==> src/design/acdc_pkg.sv <==
// ----------------------------------------------------------------------------
// acdc_pkg: shared types and constants of the airbag crash-deploy controller
// Holds the mode codes, the fixed firing constants and the structs that pass
// between the controller's top level and its decision logic.
// ----------------------------------------------------------------------------
package acdc_pkg;

	localparam int NUM_AIRBAGS = 8;

	// Fixed rule constants in the sensor units (0.1 km/h, 0.1 g, 0.1 deg/s).
	localparam logic [15:0] LOW_SPEED_LIMIT   = 16'd50;
	localparam logic [15:0] SIDE_FIRE_ACCEL   = 16'd100;
	localparam logic [16:0] ROLL_CURTAIN_RATE = 17'd900;

	// Airbag bit positions.
	localparam int BAG_DRV_FRONT   = 0;
	localparam int BAG_PAS_FRONT   = 1;
	localparam int BAG_DRV_THORAX  = 2;
	localparam int BAG_PAS_THORAX  = 3;
	localparam int BAG_DRV_CURTAIN = 4;
	localparam int BAG_PAS_CURTAIN = 5;
	localparam int BAG_DRV_KNEE    = 6;
	localparam int BAG_PAS_KNEE    = 7;

	// Configuration register indexes.
	localparam logic [2:0] REG_FRONT_CRASH_DECEL  = 3'd0;
	localparam logic [2:0] REG_FRONT_CRASH_SPEED  = 3'd1;
	localparam logic [2:0] REG_SIDE_CRASH_ACCEL   = 3'd2;
	localparam logic [2:0] REG_SIDE_CRASH_SPEED   = 3'd3;
	localparam logic [2:0] REG_ROLLOVER_RATE      = 3'd4;
	localparam logic [2:0] REG_ROLLOVER_VERTICAL  = 3'd5;
	localparam logic [2:0] REG_FRONT_FIRE_DECEL   = 3'd6;
	localparam logic [2:0] REG_KNEE_FIRE_DECEL    = 3'd7;

	typedef enum logic [2:0] {
		MODE_OFF       = 3'd0,
		MODE_READY     = 3'd1,
		MODE_CRASH     = 3'd2,
		MODE_DEPLOYING = 3'd3,
		MODE_POST      = 3'd4,
		MODE_INOP      = 3'd5,
		MODE_SENSOR    = 3'd6,
		MODE_CIRCUIT   = 3'd7
	} mode_t;

	typedef struct packed {
		logic [14:0] front_crash_decel;
		logic [15:0] front_crash_speed;
		logic [14:0] side_crash_accel;
		logic [15:0] side_crash_speed;
		logic [14:0] rollover_rate_limit;
		logic [14:0] rollover_vertical_limit;
		logic [14:0] front_fire_decel;
		logic [14:0] knee_fire_decel;
	} cfg_t;

	typedef struct packed {
		logic [2:0]  fault_squib;
		logic        circuit_fault_seen;
		logic        sensor_fault_seen;
		logic        passenger_belted;
		logic        passenger_present;
		logic [15:0] speed;
		logic signed [15:0] roll_rate;
		logic signed [15:0] vert_accel;
		logic signed [15:0] lat_accel;
		logic signed [15:0] long_accel;
	} sample_t;

	typedef struct packed {
		mode_t                   mode;
		logic [NUM_AIRBAGS-1:0]  deployed;
		logic [15:0]             events;
		logic [2:0]              faulty;
	} ctl_state_t;

	typedef struct packed {
		logic [NUM_AIRBAGS-1:0] fired;
		logic [NUM_AIRBAGS-1:0] inhibited;
	} fire_t;

	// Magnitude of a signed 16-bit sample, one bit wider so that -32768 fits.
	function automatic logic [16:0] mag16(input logic signed [15:0] v);
		logic [16:0] ext;
		begin
			ext = {v[15], v};
			mag16 = v[15] ? (17'd0 - ext) : ext;
		end
	endfunction

endpackage

==> src/design/acdc_eval.sv <==
// ----------------------------------------------------------------------------
// acdc_eval: per-sample decision logic
// Latches reported faults, checks the frontal, side and rollover crash
// criteria and works out which squibs fire, giving the next controller state.
// ----------------------------------------------------------------------------
module acdc_eval import acdc_pkg::*; (
	input  cfg_t       cfg,
	input  sample_t    smp,
	input  ctl_state_t cur,
	output ctl_state_t nxt,
	output fire_t      fire
);

	mode_t       mode_a;
	logic [2:0]  faulty_a;
	logic        fault_locked;
	logic        active;
	logic        evaluate;
	logic        crash;
	logic        circuit;
	logic        lon_neg;
	logic [16:0] lon_mag;
	logic [16:0] lat_mag;
	logic [16:0] vert_mag;
	logic [16:0] roll_mag;
	logic [NUM_AIRBAGS-1:0] cmd;

	assign lon_neg  = smp.long_accel[15];
	assign lon_mag  = mag16(smp.long_accel);
	assign lat_mag  = mag16(smp.lat_accel);
	assign vert_mag = mag16(smp.vert_accel);
	assign roll_mag = mag16(smp.roll_rate);

	// Fault modes hold until reset; any other mode, post-crash included, takes
	// a new fault report.
	assign fault_locked = (cur.mode == MODE_INOP) || (cur.mode == MODE_SENSOR)
		|| (cur.mode == MODE_CIRCUIT);

	always_comb begin
		mode_a   = cur.mode;
		faulty_a = cur.faulty;
		if (!fault_locked) begin
			if (smp.sensor_fault_seen) begin
				mode_a = MODE_SENSOR;
			end else if (smp.circuit_fault_seen) begin
				mode_a   = MODE_CIRCUIT;
				faulty_a = smp.fault_squib;
			end
		end
	end

	assign active = !((mode_a == MODE_OFF) || (mode_a == MODE_INOP))
		&& !((smp.speed < LOW_SPEED_LIMIT) && (mode_a == MODE_READY));
	assign evaluate = active && ((mode_a == MODE_READY) || (mode_a == MODE_SENSOR)
		|| (mode_a == MODE_CIRCUIT));
	assign circuit = (mode_a == MODE_CIRCUIT);

	// A strict "below minus threshold" on a signed value is a negative value
	// whose magnitude exceeds the threshold.
	assign crash =
		(lon_neg && (lon_mag > {2'b00, cfg.front_crash_decel})
			&& (smp.speed > cfg.front_crash_speed))
		|| ((lat_mag > {2'b00, cfg.side_crash_accel})
			&& (smp.speed > cfg.side_crash_speed))
		|| ((roll_mag > {2'b00, cfg.rollover_rate_limit})
			&& (vert_mag > {2'b00, cfg.rollover_vertical_limit}));

	always_comb begin
		cmd = '0;
		if (lon_neg && (lon_mag > {2'b00, cfg.front_fire_decel})) begin
			cmd[BAG_DRV_FRONT] = 1'b1;
			cmd[BAG_PAS_FRONT] = smp.passenger_present && smp.passenger_belted;
			if (lon_mag > {2'b00, cfg.knee_fire_decel}) begin
				cmd[BAG_DRV_KNEE] = 1'b1;
				cmd[BAG_PAS_KNEE] = smp.passenger_present;
			end
		end
		if (smp.lat_accel > $signed(SIDE_FIRE_ACCEL)) begin
			cmd[BAG_DRV_THORAX]  = 1'b1;
			cmd[BAG_DRV_CURTAIN] = 1'b1;
		end else if (smp.lat_accel < -$signed(SIDE_FIRE_ACCEL)) begin
			cmd[BAG_PAS_THORAX]  = 1'b1;
			cmd[BAG_PAS_CURTAIN] = 1'b1;
		end
		if (roll_mag > ROLL_CURTAIN_RATE) begin
			cmd[BAG_DRV_CURTAIN] = 1'b1;
			cmd[BAG_PAS_CURTAIN] = 1'b1;
		end
	end

	always_comb begin
		nxt.mode      = mode_a;
		nxt.faulty    = faulty_a;
		nxt.deployed  = cur.deployed;
		nxt.events    = cur.events;
		fire.fired     = '0;
		fire.inhibited = '0;
		if (evaluate && crash) begin
			nxt.mode = MODE_POST;
			if (cur.events != 16'hFFFF) begin
				nxt.events = cur.events + 16'd1;
			end
			for (int k = 0; k < NUM_AIRBAGS; k++) begin
				if (cmd[k]) begin
					if (circuit && (faulty_a == k[2:0])) begin
						fire.inhibited[k] = 1'b1;
					end else if (!cur.deployed[k]) begin
						nxt.deployed[k] = 1'b1;
						fire.fired[k]   = 1'b1;
					end
				end
			end
		end
	end

endmodule

==> src/design/airbag_crash_deploy_controller.sv <==
// ----------------------------------------------------------------------------
// airbag_crash_deploy_controller: crash detection and squib firing
// Takes one sensor sample per request and returns one status item per sample.
// ----------------------------------------------------------------------------
// Usage
// Sensor samples arrive on the s_axis channel and each produces exactly one
// status item on the m_axis channel, in order. A request is taken when tvalid
// and tready are both high. Thresholds are written on the cfg channel (index
// 0 to 7); the user must write them only while no sample is in flight, as
// the block does not enforce this. cfg_ready is always high. A sample is
// captured in an input register, then judged as it moves on to the output
// register, which shows its status; the controller state moves with it.
// One sample is accepted every cycle while the receiver keeps up; the only
// limit is the single output register.
// When the receiver stalls, the output register holds its item and the input
// register fills; s_axis_tready then drops until the output is taken.
// Reset puts the controller in ready mode with no airbag deployed, a zero
// event count and a zero faulty index, and loads the default thresholds.
// ----------------------------------------------------------------------------
module airbag_crash_deploy_controller import acdc_pkg::*; (
	input  logic        clk,
	input  logic        arst_n,
	input  logic        s_axis_tvalid,
	output logic        s_axis_tready,
	// long_accel[15:0], lat_accel[31:16], vert_accel[47:32], roll_rate[63:48],
	// speed[79:64], passenger_present[80], passenger_belted[81],
	// sensor_fault_seen[82], circuit_fault_seen[83], fault_squib[86:84], zero[87]
	input  logic [87:0] s_axis_tdata,
	output logic        m_axis_tvalid,
	input  logic        m_axis_tready,
	// mode[2:0], fired_now[10:3], inhibited_now[18:11], deployed_all[26:19],
	// crash_events[42:27], faulty_index[45:43], zero[47:46]
	output logic [47:0] m_axis_tdata,
	input  logic        cfg_valid,
	output logic        cfg_ready,
	input  logic [2:0]  cfg_index,
	input  logic [15:0] cfg_data
);

	cfg_t       cfg_q;
	sample_t    smp_s1;
	logic       valid_s1;
	ctl_state_t state_q;
	ctl_state_t state_nxt;
	fire_t      fire;
	logic       out_valid_q;
	logic [47:0] out_data_q;
	logic       out_load;

	assign cfg_ready     = 1'b1;
	assign out_load      = valid_s1 && (!out_valid_q || m_axis_tready);
	assign s_axis_tready = !valid_s1 || out_load;

	always_ff @(posedge clk or negedge arst_n) begin
		if (!arst_n) begin
			cfg_q.front_crash_decel       <= 15'd200;
			cfg_q.front_crash_speed       <= 16'd200;
			cfg_q.side_crash_accel        <= 15'd150;
			cfg_q.side_crash_speed        <= 16'd150;
			cfg_q.rollover_rate_limit     <= 15'd1000;
			cfg_q.rollover_vertical_limit <= 15'd20;
			cfg_q.front_fire_decel        <= 15'd150;
			cfg_q.knee_fire_decel         <= 15'd250;
		end else if (cfg_valid) begin
			unique case (cfg_index)
				REG_FRONT_CRASH_DECEL: cfg_q.front_crash_decel       <= cfg_data[14:0];
				REG_FRONT_CRASH_SPEED: cfg_q.front_crash_speed       <= cfg_data;
				REG_SIDE_CRASH_ACCEL:  cfg_q.side_crash_accel        <= cfg_data[14:0];
				REG_SIDE_CRASH_SPEED:  cfg_q.side_crash_speed        <= cfg_data;
				REG_ROLLOVER_RATE:     cfg_q.rollover_rate_limit     <= cfg_data[14:0];
				REG_ROLLOVER_VERTICAL: cfg_q.rollover_vertical_limit <= cfg_data[14:0];
				REG_FRONT_FIRE_DECEL:  cfg_q.front_fire_decel        <= cfg_data[14:0];
				REG_KNEE_FIRE_DECEL:   cfg_q.knee_fire_decel         <= cfg_data[14:0];
				default: ;
			endcase
		end
	end

	// Input register.
	always_ff @(posedge clk or negedge arst_n) begin
		if (!arst_n) begin
			valid_s1 <= 1'b0;
		end else if (s_axis_tready) begin
			valid_s1 <= s_axis_tvalid;
		end
	end

	always_ff @(posedge clk) begin
		if (s_axis_tready && s_axis_tvalid) begin
			smp_s1 <= sample_t'(s_axis_tdata[86:0]);
		end
	end

	acdc_eval u_eval (
		.cfg  (cfg_q),
		.smp  (smp_s1),
		.cur  (state_q),
		.nxt  (state_nxt),
		.fire (fire)
	);

	// The controller state only moves when the sample leaves for the output
	// register, which keeps the samples strictly in order.
	always_ff @(posedge clk or negedge arst_n) begin
		if (!arst_n) begin
			state_q.mode     <= MODE_READY;
			state_q.deployed <= '0;
			state_q.events   <= '0;
			state_q.faulty   <= '0;
		end else if (out_load) begin
			state_q <= state_nxt;
		end
	end

	always_ff @(posedge clk or negedge arst_n) begin
		if (!arst_n) begin
			out_valid_q <= 1'b0;
		end else if (out_load) begin
			out_valid_q <= 1'b1;
		end else if (m_axis_tready) begin
			out_valid_q <= 1'b0;
		end
	end

	always_ff @(posedge clk) begin
		if (out_load) begin
			out_data_q <= {2'b00, state_nxt.faulty, state_nxt.events, state_nxt.deployed,
				fire.inhibited, fire.fired, state_nxt.mode};
		end
	end

	assign m_axis_tvalid = out_valid_q;
	assign m_axis_tdata  = out_data_q;

endmodule

==> config.mk <==
export PLATFORM = sky130hd
export DESIGN_NAME = airbag_crash_deploy_controller
export DESIGN_NICKNAME = d
export VERILOG_FILES = /design/src/design/acdc_pkg.sv /design/src/design/acdc_eval.sv /design/src/design/airbag_crash_deploy_controller.sv
export SDC_FILE = /design/constraint.sdc
export NUM_CORES = 1
export LEC_CHECK = 0
export ABC_AREA = 1
export BUFFER_PORTS_ARGS = -buffer_cell sky130_fd_sc_hd__buf_4
export CELL_PAD_IN_SITES_DETAIL_PLACEMENT = 1
export CELL_PAD_IN_SITES_GLOBAL_PLACEMENT = 1
export CORE_MARGIN = 4
export CORE_UTILIZATION = 25
export CTS_CLUSTER_SIZE = 25
export DETAILED_ROUTE_END_ITERATION = 12
export GPL_TIMING_DRIVEN = 0
export HOLD_SLACK_MARGIN = 0.03
export PLACE_DENSITY_LB_ADDON = 0.1
export SKIP_LAST_GASP = 1
export SYNTH_ARGS = -nofsm -noshare
export SYNTH_HDL_FRONTEND = slang
export SYNTH_SLANG_ARGS = --single-unit
==> constraint.sdc <==
create_clock -name clk -period 3.2 [get_ports clk]
set_input_delay 0.16 -clock clk [delete_from_list [all_inputs] [get_ports clk]]
set_output_delay 0.16 -clock clk [all_outputs]
set_load 0.01 [all_outputs]
Yosys cells after proc, flatten, opt, wreduce, memory -nomap -nowiden

Index checks and enable logic that the tools add are counted.
W data, S select, Z words.

Output and inout port bits: 51
Bits in writable memories: 0
Logic and storage cells: 203
Memories kept: 0
Flip-flop bits (word level): 287
Latch bits: 0
Bits in read-only memories: 0

Shifts and indexed selects: 0
$add $sub $neg: 5
Multipliers: 0
Bitwise operators: 9
Order comparisons: 12
Equal/unequal tests: 22
Mux-type cells: 53
Divide/modulo/power cells: 0
Reduce and logical (&&, ||, !) cells: 61

Operators with widths:

| kind                    | number |
|---|---|
| $gt A17 B15 Y1          | 6 |
| $mux W17                | 4 |
| $sub A1 B16 Y17 const A | 4 |
| $eq A3 B3 Y1 const B    | 14 |
| $mux W1                 | 37 |
| $gt A16 B16 Y1          | 2 |
| $reduce_and A2 Y1       | 16 |
| $mux W27                | 1 |
| $reduce_or A3 Y1        | 8 |
| $logic_and A1 B1 Y1     | 20 |
| $mux W3                 | 6 |
| $gt A17 B10 Y1 const B  | 1 |
| $add A16 B1 Y16 const B | 1 |
| $gt A16 B8 Y1 const B   | 1 |
| $lt A16 B6 Y1 const B   | 1 |
| $lt A16 B8 Y1 const B   | 1 |
| $mux W16                | 1 |
| $ne A16 B16 Y1 const B  | 1 |
| $eq A3 B2 Y1 const B    | 4 |
| $eq A3 B1 Y1 const B    | 3 |
| $logic_not A3 Y1        | 3 |
| $logic_or A1 B1 Y1      | 9 |
| $not A1 Y1              | 9 |
| $mux W2                 | 4 |
| 2 further kinds         | 5 |

Logic depth before layout (Yosys ltp)

Word-level depth: 12
Mapped depth: 27
Depth with buffers taken out: 26

Hierarchy

A second synthesis with hierarchy kept.

Cells, all modules: 1995
Area total of the unflattened synthesis: 16545.9 um^2

Modules (own cells, without submodules):

| module                         | sequential area each (um^2) | area an instance (um^2) | times used | cells each |
|---|---|---|---|---|
| airbag_crash_deploy_controller | 7888.8                      | 10099.7                 | 1          | 831 |
| acdc_eval                      | 0.0                         | 6446.2                  | 1          | 1164 |

Worst setup path after synthesis

Ideal clock, no wire load.

Path type: register to register
From: register smp_s1[16] (netlist bit)
To: register out_data_q[10], in the netlist m_axis_tdata[10], data pin
Setup time: 0.257 ns
Data required time: 2.943 ns
Path buffers: 2
Stages on the path, launching flop included: 25
Arrival time: 3.127 ns
Setup slack: -0.184 ns
Cells stage by stage: edfxtp_1 inv_1 ha_1 nand3_1 nor3_1 inv_1 nor3_1 nand3_1 o31ai_1 o21ai_0 xor2_1 ha_1 nand2_1 nor3_1 nand4_1 nand2_1 nand2_1 nand2_1 nand3_4 nand2_2 buf_6 buf_12 nor2_2 nand2_1 nor2_1

Longest elaborated chain between the ends: 9

Ends and longest elaborated chain:

| item                           | line                                  | source |
|---|---|---|
| start: declaration             | airbag_crash_deploy_controller.sv:41  | `sample_t smp_s1;` |
| start signal: assignment       | airbag_crash_deploy_controller.sv:90  | `smp_s1 <= sample_t'(s_axis_tdata[86:0]);` |
| $sub A1 B16 Y17                | acdc_pkg.sv:87                        | `mag16 = v[15] ? (17'd0 - ext) : ext;` |
| $mux W17 (*)                   | acdc_pkg.sv:87                        |  |
| $gt A17 B15 Y1 (*)             | acdc_eval.sv:63                       | `\|\| ((lat_mag > {2'b00, cfg.side_crash_accel})` |
| $logic_and A1 B1 Y1 (*)        | acdc_eval.sv:64                       | `&& (smp.speed > cfg.side_crash_speed))` |
| $logic_or A1 B1 Y1 (*)         | acdc_eval.sv:63                       |  |
| $logic_or A1 B1 Y1 (*)         | acdc_eval.sv:65                       | `\|\| ((roll_mag > {2'b00, cfg.rollover_rate_limit})` |
| $logic_and A1 B1 Y1 (*)        | acdc_eval.sv:98                       | `if (evaluate && crash) begin` |
| $not A1 Y1 (no line) (*)       | n/a                                   |  |
| $reduce_or A3 Y1 (no line) (*) | n/a                                   |  |
| end signal: assignment         | airbag_crash_deploy_controller.sv:127 | `out_data_q <= {2'b00, state_nxt.faulty, state_nxt.events, state_nxt.deployed,` |
| end: declaration               | airbag_crash_deploy_controller.sv:47  | `logic [47:0] out_data_q;` |

Every way passes the cells marked *; elsewhere a longest branch is shown, timed or not.
A chain may end at the register's enable or synchronous reset.

==> out/metrics.csv <==
stage,metric,value,unit
drt,routedWlPerCell,16.9,µm
timing,whs,0.0873,ns
synthesis,post_synth_num_cell_types,49,
timing,maxSlewViolCount,0,
min_path,hp-class,in -> reg,
synthesis,synth_seq_cells,287,
synthesis,synthArstFlopShare,53.7,%
floorplan,initial_core_util,25.5,%
clocking,htreeDepth,2,
floorplan,die_x,260,µm
global_route,grt_pass1_vias,14300,
setup_path,cp-start-kind,register,
clocking,cts_root_buf,clkbuf_16,
floorplan,ios,163,
setup_path,crit_fanout,5,
synthesis,synth_cells,1814,
run_status,outcome,finished with violations,
place,hpwlAfterDp,37400,µm
setup_path,critPathRequiredTime,3.49,ns
pwr,power,13.5,mW
drt,via_per_inst,4.38,
floorplan,fp-row-count,91,
timing,setup_ws,-0.432,ns
setup_path,critPathKind,reg -> reg,
timing,timing.slew.headroom,51.7,%
cells_and_area,areaGrowthSynthToFinish,35.5,%
place,gp_congestion,0.799,
floorplan,core-area,0.0622,mm²
drt,wirelength,51100,µm
clocking,clk_pin_slew,0.05,ns
cells_and_area,finalNonFillerCells,3022,
global_route,grt_usage,15.2,%
drt,vias,13200,
cells_and_area,drive_above_1_share,20.4,%
timing,fmax,0.275,GHz
min_path,whs_endpoint,cfg_q[106],
synthesis,synth_area,0.0158,mm²
floorplan,die_area,0.0674,mm²
cells_and_area,nets,2394,
global_route,grt-ovfl-total,0,
setup_path,worstSetupEndpointType,register,
min_path,worstHoldStart,cfg_index[1],
timing,tightest_slew,0.724,ns
place,place.detailed.instances,2813,
timing,fin_worst_skew,0.0210,ns
synthesis,synth_ff_type,edfxtp_1,
timing,fin_crit_sh,113,%
setup_path,critPathArrivalTime,3.92,ns
setup_path,reg2reg_to,m_axis_tdata[36],
global_route,grt_max_degree,103,
global_route,grt_pass1_wl,80100,µm
synthesis,synth_edf_count,133,
synthesis,synth.avg_cell_area,8.73,µm²
timing,rsz0062_at_grt,true,
run_status,violations,negative setup slack,
flow_run,maxCapViolations,0,
synthesis,ys_seq_area_share,49.8,%
synthesis,yosys_warnings,0,
drt,first_pass_iters,4,
clocking,numCtsBuffers,38,
pwr,ir_drop,0.000316,V
timing,period_needed,3.63,ns
min_path,hold_depth,5,
floorplan,die_h,260,µm
clocking,ctsLongestPathBuffers,3,
clocking,insertion_delay,0.55,ns
timing,setup_viol_count_final,70,
pwr,p_leak,9.82,nW
cells_and_area,n_fill_cell,7255,
drt,ant_nets,0,
place,io_buffers,158,
drt,remaining_drc_errors,0,
global_route,antenna_found_initial,4,
setup_path,reg2regPathDepth,25,
pwr,p_per_area,631,mW/mm²
timing,hold_violations,0,
clocking,cts.sinks,287,
drt,drt_iter0_drc,474,
clocking,cts_tree,done,
setup_path,reg2reg_setup_slack,-0.43,ns
setup_path,rr_startpoint,smp_s1[1],
[layer usage]
metal	up-vias	global-route usage, %	share of wire (%)
met5	-	0	0
li1	6599	-	-
met2	151	26.2	49
met4	0	4.41	2.4
met3	70	2.05	2.9
met1	6422	19.9	46
[cells by family after synthesis]
| logic type | after synthesis | synth area share (%) |
|---|---|---|
| XOR/XNOR | 49 | 2.71 |
| AO/OA/AOI/OAI | 264 | 9.11 |
| AND/OR/NAND/NOR | 772 | 20.4 |
| other | 2 | 0.0474 |
| buffers and inverters | 312 | 7.75 |
| flip-flops | 287 | 49.8 |
| adder cells (fa/ha/maj) | 128 | 10.1 |
[critical path, stage by stage (launching register included)]
cell and delay, ns:
edfxtp_1 0.39, inv_2 0.09, ha_4 0.13, inv_2 0.04
nor2_4 0.10, nand3_2 0.11, nor2_4 0.13, nand3b_1 0.12
nor2_2 0.15, nand2_1 0.08, o21ai_2 0.25, xnor2_4 0.13
ha_4 0.31, nand2_4 0.05, inv_2 0.06, nand2_1 0.05
inv_1 0.06, nand4_1 0.08, nand2_1 0.08, nand4_1 0.19
nand3_4 0.22, nand2_4 0.07, buf_4 0.18, buf_8 0.13
nand2_1 0.06, nand2_2 0.08
[metrics by stage]
stage               util (%)  worst slack [ns]  instance area, µm²  TNS, ns
CTS                     33.9            -0.507               21100   -29.58
global route            34.5            -0.735               21400   -46.31
detailed placement      29.3             -1.01               18200   -61.21
floorplan                  -           0.00553               15900        0
global placement        29.1             -1.01               18100  -164.03
finish                  34.5            -0.432               21400   -25.88
[worst max path at each step]
stage	slack (ns)	from	cells after the start	to
after floorplan	0.006	smp_s1[0]	25	m_axis_tdata[10]
after global placement	-1.01	m_axis_tvalid	5	m_axis_tdata[29]
after detailed placement	-1.01	smp_s1[0]	25	m_axis_tdata[9]
after CTS	-0.51	smp_s1[1]	26	m_axis_tdata[9]
after global routing	-0.74	smp_s1[1]	26	m_axis_tdata[9]
final	-0.43	smp_s1[1]	25	m_axis_tdata[36]
[Yosys cell counts (7+ instances only)]
library cell | n | share of area [%]
a21oi_1 | 68 | 2.2
xnor2_1 | 13 | 0.72
edfxtp_1 | 133 | 25
dfstp_2 | 33 | 5.5
o21ai_0 | 156 | 4.9
dfrtp_1 | 121 | 19
nor3_1 | 33 | 1.0
nand3_1 | 83 | 2.6
ha_1 | 128 | 10
nand2_1 | 471 | 11
inv_1 | 264 | 6.3
o31ai_1 | 7 | 0.33
nand4_1 | 21 | 0.83
xor2_1 | 36 | 2.0
clkbuf_1 | 30 | 0.71
nor2_2 | 8 | 0.32
nor2_1 | 127 | 3.0
buf_2 | 7 | 0.22
[report_power, final]
part	switching, mW	internal [mW]	total, mW
registers	0.396	4.60	5.00
clock network	1.65	2.46	4.12
logic	2.55	1.86	4.41
[registers in the layout, indices dropped and copies added, names as in the netlist]
name	count
cfg_q	122
m_axis_tdata	46
m_axis_tvalid	1
smp_s1	87
state_q	30
valid_s1	1
[placed cells by master, fill, tap and decap left out, drive strengths merged, types with 13 or more instances in the layout]
master       netlist  final
nand3             87     87
o21ai            160    160
buf               16    208
dfstp             33     33
nand4             22     22
dlygate4sd3        0    105
inv              266    268
xor2              36     36
dfrtp            121    121
nor3              34     34
nor2             136    136
edfxtp           133    133
clkbuf            30     91
ha               128    128
xnor2             13     13
nand2            477    477
a21oi             73     73
[repair_timing]
action,4_1_cts,5_1_grt
hold buffers,105,0
resized for setup,118,55
pin swaps,21,14
buffers inserted,20,11
cloned,3,1
endpoints found under the setup margin,70,70
endpoints found under the hold margin,157,0
[cell type report]
type	count	area [µm²]	share of cell area (%)
repair inverters	1	11.3	0.0525
multi-input cells	1216	7370	34.4
well taps	837	1050	4.88
inverters	266	1010	4.70
repair buffers	299	2660	12.4
diodes	2	5.00	0.0233
plain buffers	45	274	1.28
clock buffers	60	1070	5.01
flip-flops and latches	287	7890	36.8
clock inverters	9	98.8	0.461
Power figures use the tool's default switching activity.
